<file path="config.mk">
export PLATFORM = sky130hd
export DESIGN_NAME = double_ended_queue
export DESIGN_NICKNAME = d
export VERILOG_FILES = /design/src/rtl/dq_pkg.sv /design/src/rtl/dq_ctrl.sv /design/src/rtl/dq_datapath.sv /design/src/rtl/double_ended_queue.sv
export SDC_FILE = /design/constraint.sdc
export NUM_CORES = 2
export LEC_CHECK = 0
export BUFFER_PORTS_ARGS = -buffer_cell sky130_fd_sc_hd__clkbuf_2
export CAP_MARGIN = 0
export CORE_UTILIZATION = 45
export CTS_CLUSTER_SIZE = 10
export DETAILED_ROUTE_END_ITERATION = 8
export SLEW_MARGIN = 20
export SYNTH_ARGS = -nofsm -noshare
export SYNTH_HDL_FRONTEND = slang
export SYNTH_SLANG_ARGS = --single-unit
export TNS_END_PERCENT = 10
</file>
<file path="constraint.sdc">
create_clock -name clock -period 5.9 [get_ports clock]
set_input_delay 1.18 -clock clock [delete_from_list [all_inputs] [get_ports clock]]
set_output_delay 1.18 -clock clock [all_outputs]
set_load 0.05 [all_outputs]
</file>
<file path="src/rtl/dq_pkg.sv">
// ----------------------------------------------------------------------------
// Double-ended queue package
// Shared constants, request codes, payload structs, controller states and the
// command bundle that the controller sends to the datapath.
// ----------------------------------------------------------------------------
package dq_pkg;

   // Ring store geometry.
   localparam int CAPACITY = 64;
   localparam int PTR_W    = (CAPACITY > 1) ? $clog2(CAPACITY) : 1;
   localparam int CNT_W    = $clog2(CAPACITY + 1);
   localparam int DATA_W   = 32;

   // Request codes carried in the req_type field.
   localparam logic [1:0] REQ_PUSH_FRONT = 2'd0;
   localparam logic [1:0] REQ_PUSH_BACK  = 2'd1;
   localparam logic [1:0] REQ_POP_FRONT  = 2'd2;
   localparam logic [1:0] REQ_POP_BACK   = 2'd3;

   // One request item.
   typedef struct packed {
      logic [1:0]               req_type;
      logic signed [DATA_W-1:0] push_value;
   } req_type_type;

   // One result item.
   typedef struct packed {
      logic signed [DATA_W-1:0] pop_value;
      logic                     pop_on_empty;
      logic                     push_dropped;
      logic                     now_empty;
      logic [CNT_W-1:0]         fill_count;
   } rsp_type_type;

   // Controller states.
   typedef enum logic [1:0] {
      ST_IDLE,
      ST_EXEC,
      ST_RESP
   } state_type;

   // Commands from the controller to the datapath.
   typedef struct packed {
      logic load;
      logic exec;
   } cmd_type;

endpackage

</file>
<file path="src/rtl/dq_ctrl.sv">
// ----------------------------------------------------------------------------
// Double-ended queue controller
// Sequences one request at a time: capture, execute, then hold the result
// until the receiver takes it.
// ----------------------------------------------------------------------------
module dq_ctrl (
   input  logic            clock,
   input  logic            reset,
   input  logic            req_valid,
   output logic            req_ready,
   output logic            rsp_valid,
   input  logic            rsp_ready,
   output dq_pkg::cmd_type cmd
);

   dq_pkg::state_type state_ff;
   dq_pkg::state_type state_in;

   // State register.
   always_ff @(posedge clock) begin
      if (reset) begin
         state_ff <= dq_pkg::ST_IDLE;
      end else begin
         state_ff <= state_in;
      end
   end

   // Next-state logic.
   always_comb begin
      state_in = state_ff;
      unique case (state_ff)
         dq_pkg::ST_IDLE: begin
            if (req_valid) state_in = dq_pkg::ST_EXEC;
         end
         dq_pkg::ST_EXEC: begin
            state_in = dq_pkg::ST_RESP;
         end
         dq_pkg::ST_RESP: begin
            if (rsp_ready) state_in = dq_pkg::ST_IDLE;
         end
         default: begin
            state_in = dq_pkg::ST_IDLE;
         end
      endcase
   end

   // Output logic.
   always_comb begin
      req_ready = 1'b0;
      rsp_valid = 1'b0;
      cmd       = '0;
      unique case (state_ff)
         dq_pkg::ST_IDLE: begin
            req_ready = 1'b1;
            cmd.load  = req_valid;
         end
         dq_pkg::ST_EXEC: begin
            cmd.exec = 1'b1;
         end
         dq_pkg::ST_RESP: begin
            rsp_valid = 1'b1;
         end
         default: begin
            req_ready = 1'b0;
         end
      endcase
   end

endmodule

</file>
<file path="src/rtl/dq_datapath.sv">
// ----------------------------------------------------------------------------
// Double-ended queue datapath
// Holds the ring store, the front and back pointers, the element count, the
// captured request and the result flags.
// ----------------------------------------------------------------------------
module dq_datapath (
   input  logic                 clock,
   input  logic                 reset,
   input  dq_pkg::cmd_type      cmd,
   input  dq_pkg::req_type_type req_data,
   output dq_pkg::rsp_type_type rsp_data
);

   localparam logic [dq_pkg::PTR_W-1:0] PTR_LAST = dq_pkg::PTR_W'(dq_pkg::CAPACITY - 1);
   localparam logic [dq_pkg::CNT_W-1:0] CNT_FULL = dq_pkg::CNT_W'(dq_pkg::CAPACITY);

   logic [dq_pkg::DATA_W-1:0] mem [dq_pkg::CAPACITY];

   dq_pkg::req_type_type      req_ff;
   logic [dq_pkg::PTR_W-1:0]  front_ff, front_in;
   logic [dq_pkg::PTR_W-1:0]  back_ff, back_in;
   logic [dq_pkg::CNT_W-1:0]  count_ff, count_in;
   logic [dq_pkg::DATA_W-1:0] rd_data_ff;
   logic                      pop_ok_ff, pop_ok_in;
   logic                      empty_pop_ff, empty_pop_in;
   logic                      dropped_ff, dropped_in;

   logic                      wr_en, rd_en;
   logic [dq_pkg::PTR_W-1:0]  wr_addr, rd_addr;
   logic [dq_pkg::PTR_W-1:0]  front_prev, front_next, back_prev, back_next;
   logic                      store_empty, is_full;

   // Ring pointer neighbors, wrapping at the store depth.
   always_comb begin
      front_prev  = (front_ff == '0) ? PTR_LAST : front_ff - 1'b1;
      front_next  = (front_ff == PTR_LAST) ? '0 : front_ff + 1'b1;
      back_prev   = (back_ff == '0) ? PTR_LAST : back_ff - 1'b1;
      back_next   = (back_ff == PTR_LAST) ? '0 : back_ff + 1'b1;
      store_empty = (count_ff == '0);
      is_full     = (count_ff == CNT_FULL);
   end

   // Request decode: pointer moves, store access and result flags.
   always_comb begin
      front_in     = front_ff;
      back_in      = back_ff;
      count_in     = count_ff;
      pop_ok_in    = 1'b0;
      empty_pop_in = 1'b0;
      dropped_in   = 1'b0;
      wr_en        = 1'b0;
      rd_en        = 1'b0;
      wr_addr      = back_ff;
      rd_addr      = front_ff;
      unique case (req_ff.req_type)
         dq_pkg::REQ_PUSH_FRONT: begin
            if (is_full) begin
               dropped_in = 1'b1;
            end else begin
               front_in = front_prev;
               wr_addr  = front_prev;
               wr_en    = cmd.exec;
               count_in = count_ff + 1'b1;
            end
         end
         dq_pkg::REQ_PUSH_BACK: begin
            if (is_full) begin
               dropped_in = 1'b1;
            end else begin
               back_in  = back_next;
               wr_addr  = back_ff;
               wr_en    = cmd.exec;
               count_in = count_ff + 1'b1;
            end
         end
         dq_pkg::REQ_POP_FRONT: begin
            if (store_empty) begin
               empty_pop_in = 1'b1;
            end else begin
               front_in  = front_next;
               rd_addr   = front_ff;
               rd_en     = cmd.exec;
               pop_ok_in = 1'b1;
               count_in  = count_ff - 1'b1;
            end
         end
         dq_pkg::REQ_POP_BACK: begin
            if (store_empty) begin
               empty_pop_in = 1'b1;
            end else begin
               back_in   = back_prev;
               rd_addr   = back_prev;
               rd_en     = cmd.exec;
               pop_ok_in = 1'b1;
               count_in  = count_ff - 1'b1;
            end
         end
         default: begin
            dropped_in = 1'b0;
         end
      endcase
   end

   // Pointer and count registers.
   always_ff @(posedge clock) begin
      if (reset) begin
         front_ff <= '0;
         back_ff  <= '0;
         count_ff <= '0;
      end else if (cmd.exec) begin
         front_ff <= front_in;
         back_ff  <= back_in;
         count_ff <= count_in;
      end
   end

   // Captured request and result flags.
   always_ff @(posedge clock) begin
      if (cmd.load) begin
         req_ff <= req_data;
      end
      if (cmd.exec) begin
         pop_ok_ff    <= pop_ok_in;
         empty_pop_ff <= empty_pop_in;
         dropped_ff   <= dropped_in;
      end
   end

   // Ring store with one write port and a registered read port.
   always_ff @(posedge clock) begin
      if (wr_en) begin
         mem[wr_addr] <= req_ff.push_value;
      end
      if (rd_en) begin
         rd_data_ff <= mem[rd_addr];
      end
   end

   // Result item.
   always_comb begin
      rsp_data.pop_value    = pop_ok_ff ? rd_data_ff : '0;
      rsp_data.pop_on_empty = empty_pop_ff;
      rsp_data.push_dropped = dropped_ff;
      rsp_data.now_empty    = store_empty;
      rsp_data.fill_count   = count_ff;
   end

endmodule

</file>
<file path="src/rtl/double_ended_queue.sv">
// ----------------------------------------------------------------------------
// Double-ended queue
// Bounded deque of 32-bit signed values kept in a 64-entry ring store.
// ----------------------------------------------------------------------------
// Usage:
//   The req_ channel takes one request per transfer: push at the front or
//   back, or pop from the front or back. The rsp_ channel returns exactly
//   one result per request with the popped value, the empty-pop and
//   dropped-push flags, and the fill level after the request.
//   A request is handled in steps: capture, store access with the pointer
//   update, and result presentation. After the request transfer, the
//   controller passes its execute state and enters its result state, where
//   the result appears; the next request is taken in the cycle after the
//   result transfer. The ring store has a registered read port.
//   Reset empties the deque: both pointers and the count return to zero.
//   Store contents are not cleared; only written entries are ever read.
//   While the receiver stalls, the result is held steady and no new
//   request is accepted.
// ----------------------------------------------------------------------------
module double_ended_queue (
   input  logic                 clock,
   input  logic                 reset,
   input  logic                 req_valid,
   output logic                 req_ready,
   input  dq_pkg::req_type_type req_data,
   output logic                 rsp_valid,
   input  logic                 rsp_ready,
   output dq_pkg::rsp_type_type rsp_data
);

   dq_pkg::cmd_type cmd;

   // Request sequencer.
   dq_ctrl u_ctrl (
      .clock     (clock),
      .reset     (reset),
      .req_valid (req_valid),
      .req_ready (req_ready),
      .rsp_valid (rsp_valid),
      .rsp_ready (rsp_ready),
      .cmd       (cmd)
   );

   // Store, pointers and result.
   dq_datapath u_datapath (
      .clock    (clock),
      .reset    (reset),
      .cmd      (cmd),
      .req_data (req_data),
      .rsp_data (rsp_data)
   );

`ifndef SYNTH
   // A request transfer is answered by a valid result after the execute state.
   a_rsp_latency: assert property (@(posedge clock) disable iff (reset)
      (req_valid && req_ready) |=> ##1 rsp_valid)
      else $error("result not presented two cycles after request");

   // The block never takes a request while a result is pending.
   a_one_in_flight: assert property (@(posedge clock) disable iff (reset)
      !(req_ready && rsp_valid))
      else $error("request accepted while result pending");

   // The fill level never exceeds the store depth.
   a_fill_bound: assert property (@(posedge clock) disable iff (reset)
      rsp_valid |-> (rsp_data.fill_count <= dq_pkg::CNT_W'(dq_pkg::CAPACITY)))
      else $error("fill count above capacity");

   // A failed pop reports an empty deque and returns zero.
   a_empty_pop: assert property (@(posedge clock) disable iff (reset)
      (rsp_valid && rsp_data.pop_on_empty) |->
         (rsp_data.now_empty && (rsp_data.pop_value == '0) && !rsp_data.push_dropped))
      else $error("empty pop result inconsistent");
`endif

endmodule

</file>
; ---- Yosys cells after proc, flatten, opt, wreduce, memory -nomap -nowiden
; Memory sizes are Yosys's and may differ from the RTL's. A register that Yosys moved wholly into a read port is not among the register bits.
; Cells that the tools add are included.
[word_totals]
regBits = 58
ram_bits = 2048
in_bits = 38
elab_cells = 79
n_memories = 1
[memory_table]
columns = name, words, width, read_ports, rd_clocked_by_memory_dff, wr, line
row1 = u_datapath.mem, 64, 32, 1, 1, 1, dq_datapath.sv:17  ; logic [dq_pkg::DATA_W-1:0] mem [dq_pkg::CAPACITY];
[op_classes]
n_addsub = 6
n_eq_ne = 16
muxes = 34
n_reduce_logical = 13
[ops]
columns = op, count
row1 = $mux W6, 12
row2 = $mux W32, 1
row3 = $pmux W6 S2, 2
row4 = $ne A2 B2 Y1 const B, 8
row5 = $mux W7, 2
row6 = $pmux W7 S2, 1
row7 = $mux W1, 13
row8 = $add A6 B1 Y6 const B, 2
row9 = $eq A6 B6 Y1 const B, 2
row10 = $logic_not A6 Y1, 2
row11 = $sub A6 B1 Y6 const B, 2
row12 = $reduce_and A4 Y1, 2
row13 = $add A7 B1 Y7 const B, 1
row14 = $eq A7 B7 Y1 const B, 1
row15 = $logic_not A7 Y1, 1
row16 = $sub A7 B1 Y7 const B, 1
row17 = $eq A2 B2 Y1 const B, 3
row18 = $pmux W2 S3, 1
row19 = $eq A2 B1 Y1 const B, 2
row20 = $logic_not A2 Y1, 2
row21 = $mux W2, 2
row22 = $reduce_bool A2 Y1, 2
row23 = $reduce_or A2 Y1, 2
row24 = $reduce_and A3 Y1, 1
row25 = $reduce_and A2 Y1, 1

; ---- Depth between registers and ports, before layout
[depth]
ltp_word = 6
ltp_mapped = 16

; ---- Cells and area by module
; From an unflattened synthesis, not the netlist that was laid out.
[hier_totals]
cells_unflattened = 6056
hier_area_um2 = 84487.3
[by_module_without_submodules]
columns = mod, instances, cells_each, area_each_um2, seq_area_each_um2
row1 = dq_datapath, 1, 6046, 84384.7, 63951.3
row2 = dq_ctrl, 1, 10, 102.6, 40.0

; ---- Least setup slack after synthesis
; Ideal clock, no wire load.
[synth_path]
path_kind = reg2reg
start = reg u_datapath.count_ff[0] (netlist name)
end = mem u_datapath.mem[58][0] (netlist name) (enable)
setup_ps = 421
arrival_time_ps = 3872
required_ps = 5479
path_slack_ps = 1606
stages_incl_launch_ff = 9
n_path_buf = 1
period_less_slack_ps = 4294
cell_sequence = dfxtp_1 > or4_4 > nor3_1 > a211oi_1 > clkbuf_1 > nor2_1 > a21oi_1 > nand3b_1 > nor2_1
[synth_between]
elab_chain_cells = 5
elab_cells_between_ends = 7
[synth_lines]
columns = item, line
row1 = start: declaration, dq_datapath.sv:22  ; logic [dq_pkg::CNT_W-1:0] count_ff, count_in;
row2 = start signal: assignment, dq_datapath.sv:113  ; count_ff <= count_in;
row3 = $eq A7 B7 Y1 *, dq_datapath.sv:40  ; is_full = (count_ff == CNT_FULL);
row4 = $mux W1, "dq_datapath.sv:57, dq_datapath.sv:67"
row5 = $mux W1, n/a
row6 = $mux W1, dq_datapath.sv:131  ; if (wr_en) begin
row7 = $mux W1 (implied by the code), dq_datapath.sv:132  ; mem[wr_addr] <= req_ff.push_value;
row8 = end: declaration, dq_datapath.sv:17
; Mark *: on every way between the ends. The rest lies on a longest branch, timed or not.

; ---- Final worst setup path
[layout_path]
start = reg u_datapath.req_ff[33] (netlist name)
end = reg u_datapath.rd_data_ff[20] (netlist name) (read register of u_datapath.mem) (data pin)
[layout_between]
elab_chain_cells = 3
elab_cells_between_ends = 5
[layout_lines]
columns = item, line
row1 = start: declaration, dq_datapath.sv:19  ; dq_pkg::req_type_type req_ff;
row2 = start signal: assignment, dq_datapath.sv:120  ; req_ff <= req_data;
row3 = $eq A2 B2 Y1, dq_datapath.sv:55  ; unique case (req_ff.req_type)
row4 = $reduce_or A2 Y1 (no source line), n/a
row5 = $mux W1, n/a
row6 = end: declaration, dq_datapath.sv:23  ; logic [dq_pkg::DATA_W-1:0] rd_data_ff;
; Parallel ways exist; a longest one is shown, timed or not.
; A chain may end at the register's enable or synchronous reset.

==> summary.txt <==
Timing
  • Clk_skew: approximately 0.065 ns
  • Min Tclk post-route: 5.42 ns
  • Upper clock frequency limit: approximately 180 MHz
  • Worst relative slew slack: 0.178
  • RSZ-0062 raised after global routing: no
  • Final slew viol count: 0
  • Setup WS post-layout: 0.482 ns
  • Crit share post-route: 0.918
  • Setup TNS: 0 ns
  • Final hold violations: 0
  • Worst slew pin tran: ~1.2 ns
  • # setup viols final: 0

Floorplan
  • Full die area: ~190000 um2
  • Rows: between 150 and 200
  • Starting density of the core: 0.453
  • Top-level port count: between 80 and 90
  • Core footprint: approximately 190000 um2
  • DIE HEIGHT: ~440 um
  • Die X: 437 um

Power
  • PD cells: between 300 and 400 nW/um2
  • Pleak: about 33 nW
  • Worst VDD drop: around 310 uV

Synth
  • Sequential share of the synthesized area: 0.751
  • #FFs+latches synth: 2138
  • Yosys cell types: between 70 and 80
  • Area share of the largest cell type after synthesis: 0.746
  • Multiplexer share of the synthesized area: 0.0359
  • Post-Synth Adder-Cell Area: 0.00185
  • Syn Nets: 6077
  • Mean Syn Cell Area: between 10 and 15 um2
  • Post-synth top area cell: edfxtp_1
  • Synth Warn #: 0
  • Ys async rst share: 0
  • Mapped Cells: 6027
  • Top cells by area, synth: edfxtp_1 (75%), nand2_1 (6.0%), mux2i_1 (3.3%)
  • Simple-gate share of the synthesized area: 0.117
  • Largest family of logic cells by synthesized area: simple AND/OR/NAND/NOR gates
  • Synth Area in Compound Gates: 0.0685
  • Top_reg_cell synth: edfxtp_1
  • Post-Synth XOR/XNOR Area: 0.00134
  • Number of enable flip-flop cells after synthesis: between 2000 and 2500
  • Post-Syn Area: 85200 um2

Worst hold path
  • WHS Path Cells: 1
  • WHS Endpoint: u_datapath.req_ff[19]
  • Hold wc startpoint: req_data[19]
  • Hold crit path type: input port to register

Clocking
  • Hold-fix buffers, CTS: 0
  • CTS Buf Count: roughly 240
  • Maximum clock path buffer count: 3
  • Clk sinks: approximately 2100
  • Worst-skew pair later-pin latency: approximately 0.9 ns
  • Root buf cell: clkbuf_16
  • TritonCTS clock tree: done
  • Post-CTS Setup Inserts: 0
  • Clock slew at reported path FFs: approximately 0.06 ns
  • Resize count post-CTS: 0
  • H-tree Lvls: 4

Run status
  • Failing checks: design-rule violations
  • Outcome: finished with violations

Worst setup path
  • Worst reg2reg startpoint: u_datapath.req_ff[33]
  • R2R depth: 11
  • R2r endpoint: u_datapath.rd_data_ff[20]
  • Startpoint types: register
  • CP arrival: just over 6 ns
  • Crit Path Class: register to register
  • Reg2reg setup slack: around 0.48 ns
  • Crit-path max FO: 55
  • Worst path required time: around 6.7 ns
  • Endpoint type of the worst setup path: register

Global route
  • Grt met1 use: 0.420
  • First-pass GRT wire length: approximately 410 mm
  • Vias in the first global route: roughly 52000
  • Congestion Overflow GR: 0
  • Largest net degree at the start of global routing: 94
  • Met2 Use GR: 0.455
  • Met3 usage: 0.0708
  • Overall Global Routing Usage: 0.303
  • Global routing's busiest layer: met2
  • Initial antenna violation count: 13

Placed design
  • Dpl hpwl: 167 mm
  • GPL Wtd Cong: ~0.91
  • Port bufs: 81
  • Placed Area: 90300 um2
  • Post-Place Setup Slack: 0.593 ns

Routing
  • Drt first pass iters: 8
  • Via count: roughly 56000
  • Post-route DRC: 18
  • Post-route ant nets: 0
  • DR vias/cell: 6.37
  • Detailed Route Iter0 Violations: roughly 9100
  • Routed WL: 294 mm
  • DR WL/cell: about 34 um

Finish
  • Fin nets: between 6000 and 7000
  • Layout cells sized above 1: 0.118
  • Layout area overhead: 13.4%
  • Final Util: 0.514
  • Final std cell area, no fill: 96700 um2

Job
  • Max_cap viols: 0
## per-stage QoR
| step | std cells | hold slack [ns] | total power [mW] |
|---|---|---|---|
| 6_report | 8775 | 0.474 | 33.9 |
| 5_1_grt | 8765 | 0.448 | 34.7 |
| 4_1_cts | 8757 | 0.418 | 33.9 |
| 3_5_place_dp | 8486 | 0.533 | 21.3 |
| 3_3_place_gp | 8485 | 0.513 | 21.3 |
| 2_1_floorplan | 6027 | 0.506 | 19.7 |
## synthesized netlist by cell type, types with 12 or more instances
library cell	number
inv_1	53
a211oi_1	130
edfxtp_1	2117
and2_1	38
nor3_1	17
nand4_1	78
a221oi_1	85
a2111oi_0	25
nand3_1	534
mux4_2	12
a31oi_1	85
nor2_1	138
buf_1	46
mux2i_1	277
a311oi_1	72
buf_2	187
dfxtp_1	21
buf_4	30
clkbuf_1	121
o21ai_0	49
and3_1	49
a21oi_1	219
or3_1	26
a22oi_1	59
nand2_1	1362
a32oi_1	38
## report_power, final
part | total, mW | internal (mW) | leakage (nW) | switching [mW]
Sequential | 16.9 | 16.9 | 19.2 | 0.0514
Clock | 12.8 | 7.09 | 3.07 | 5.68
Combinational | 4.19 | 1.12 | 10.5 | 3.07
## sequential cells by signal, summed over array words and instances (netlist names)
| signal | flops |
|---|---|
| u_datapath.count_ff | 7 |
| u_datapath.empty_pop_ff | 1 |
| u_datapath.req_ff | 34 |
| u_datapath.rd_data_ff | 32 |
| u_ctrl.state_ff | 2 |
| u_datapath.front_ff | 6 |
| u_datapath.mem | 2048 |
| u_datapath.dropped_ff | 1 |
| u_datapath.pop_ok_ff | 1 |
| u_datapath.back_ff | 6 |
## critical path, cell delays in order, from the launching register on
cell and delay [ns]:
edfxtp_1 0.78, nand2_1 0.45, a21oi_4 0.32, buf_12 0.38, a21o_4 0.73, buf_12 0.35
buf_12 0.30, a2111oi_0 0.16, a311oi_1 0.42, a31oi_1 0.12, o2111ai_1 0.93, or3_1 0.22
## cells by family (layout without fill, tap and decap cells)
logic type | after synthesis | count (layout)
xor gates and xnor gates | 13 | 13
adders and majority gates | 12 | 12
DFF | 2138 | 2138
buffers and inverters | 447 | 683
other | 0 | 17
AOI/OAI and AO/OA | 834 | 834
and+or+nand+nor | 2293 | 2293
muxes | 290 | 290
## final cells by class
type	count	area (um2)
clock buffer	247	5950
fill	15500	91300
antenna	17	42.5
timing repair buffer	359	3140
clock inverter	24	345
sequential	2138	64000
multi-input combinational	3442	19900
inverter	53	199
tap	2495	3120
## layout by cell type (no fill, tap or decap), types with 12 or more instances in the layout
cell / count
edfxtp_1: 2117
nand2_1: 1361
nand3_1: 534
mux2i_1: 276
clkbuf_16: 236
buf_4: 227
a21oi_1: 215
a211oi_1: 130
a221oi_1: 85
a31oi_1: 83
clkbuf_2: 81
nand4_1: 78
nor2_4: 73
a311oi_1: 71
nor2_1: 64
a22oi_1: 58
inv_1: 53
buf_12: 50
and3_1: 49
o21ai_0: 49
and2_1: 36
a32oi_1: 36
or3_1: 26
a2111oi_0: 25
dfxtp_1: 21
diode_2: 17
nor3_1: 17
mux4_2: 12
## routing by layer
| metal | vias up | part of all wire |
|---|---|---|
| met3 | 620 | 0.12 |
| met4 | 0 | 0.050 |
| met5 | - | 0 |
| li1 | 23200 | - |
| met2 | 3871 | 0.45 |
| met1 | 28300 | 0.38 |
## worst max path at each step
| stage | start | endpoint | slack, ns | depth (start not counted) |
|---|---|---|---|---|
| global placement | u_datapath.req_ff[33] | u_datapath.rd_data_ff[20] | 0.62 | 11 |
| finish | u_datapath.req_ff[33] | u_datapath.rd_data_ff[20] | 0.48 | 11 |
| floorplan | u_datapath.count_ff[0] | u_datapath.mem[58][0] | 1.61 | 8 |
| detailed placement | u_datapath.req_ff[33] | u_datapath.rd_data_ff[20] | 0.59 | 11 |
| CTS | u_datapath.req_ff[33] | u_datapath.rd_data_ff[20] | 0.58 | 11 |
| global route | u_datapath.req_ff[33] | u_datapath.rd_data_ff[20] | 0.40 | 11 |
No activity file was read; power rests on OpenSTA's default activity.
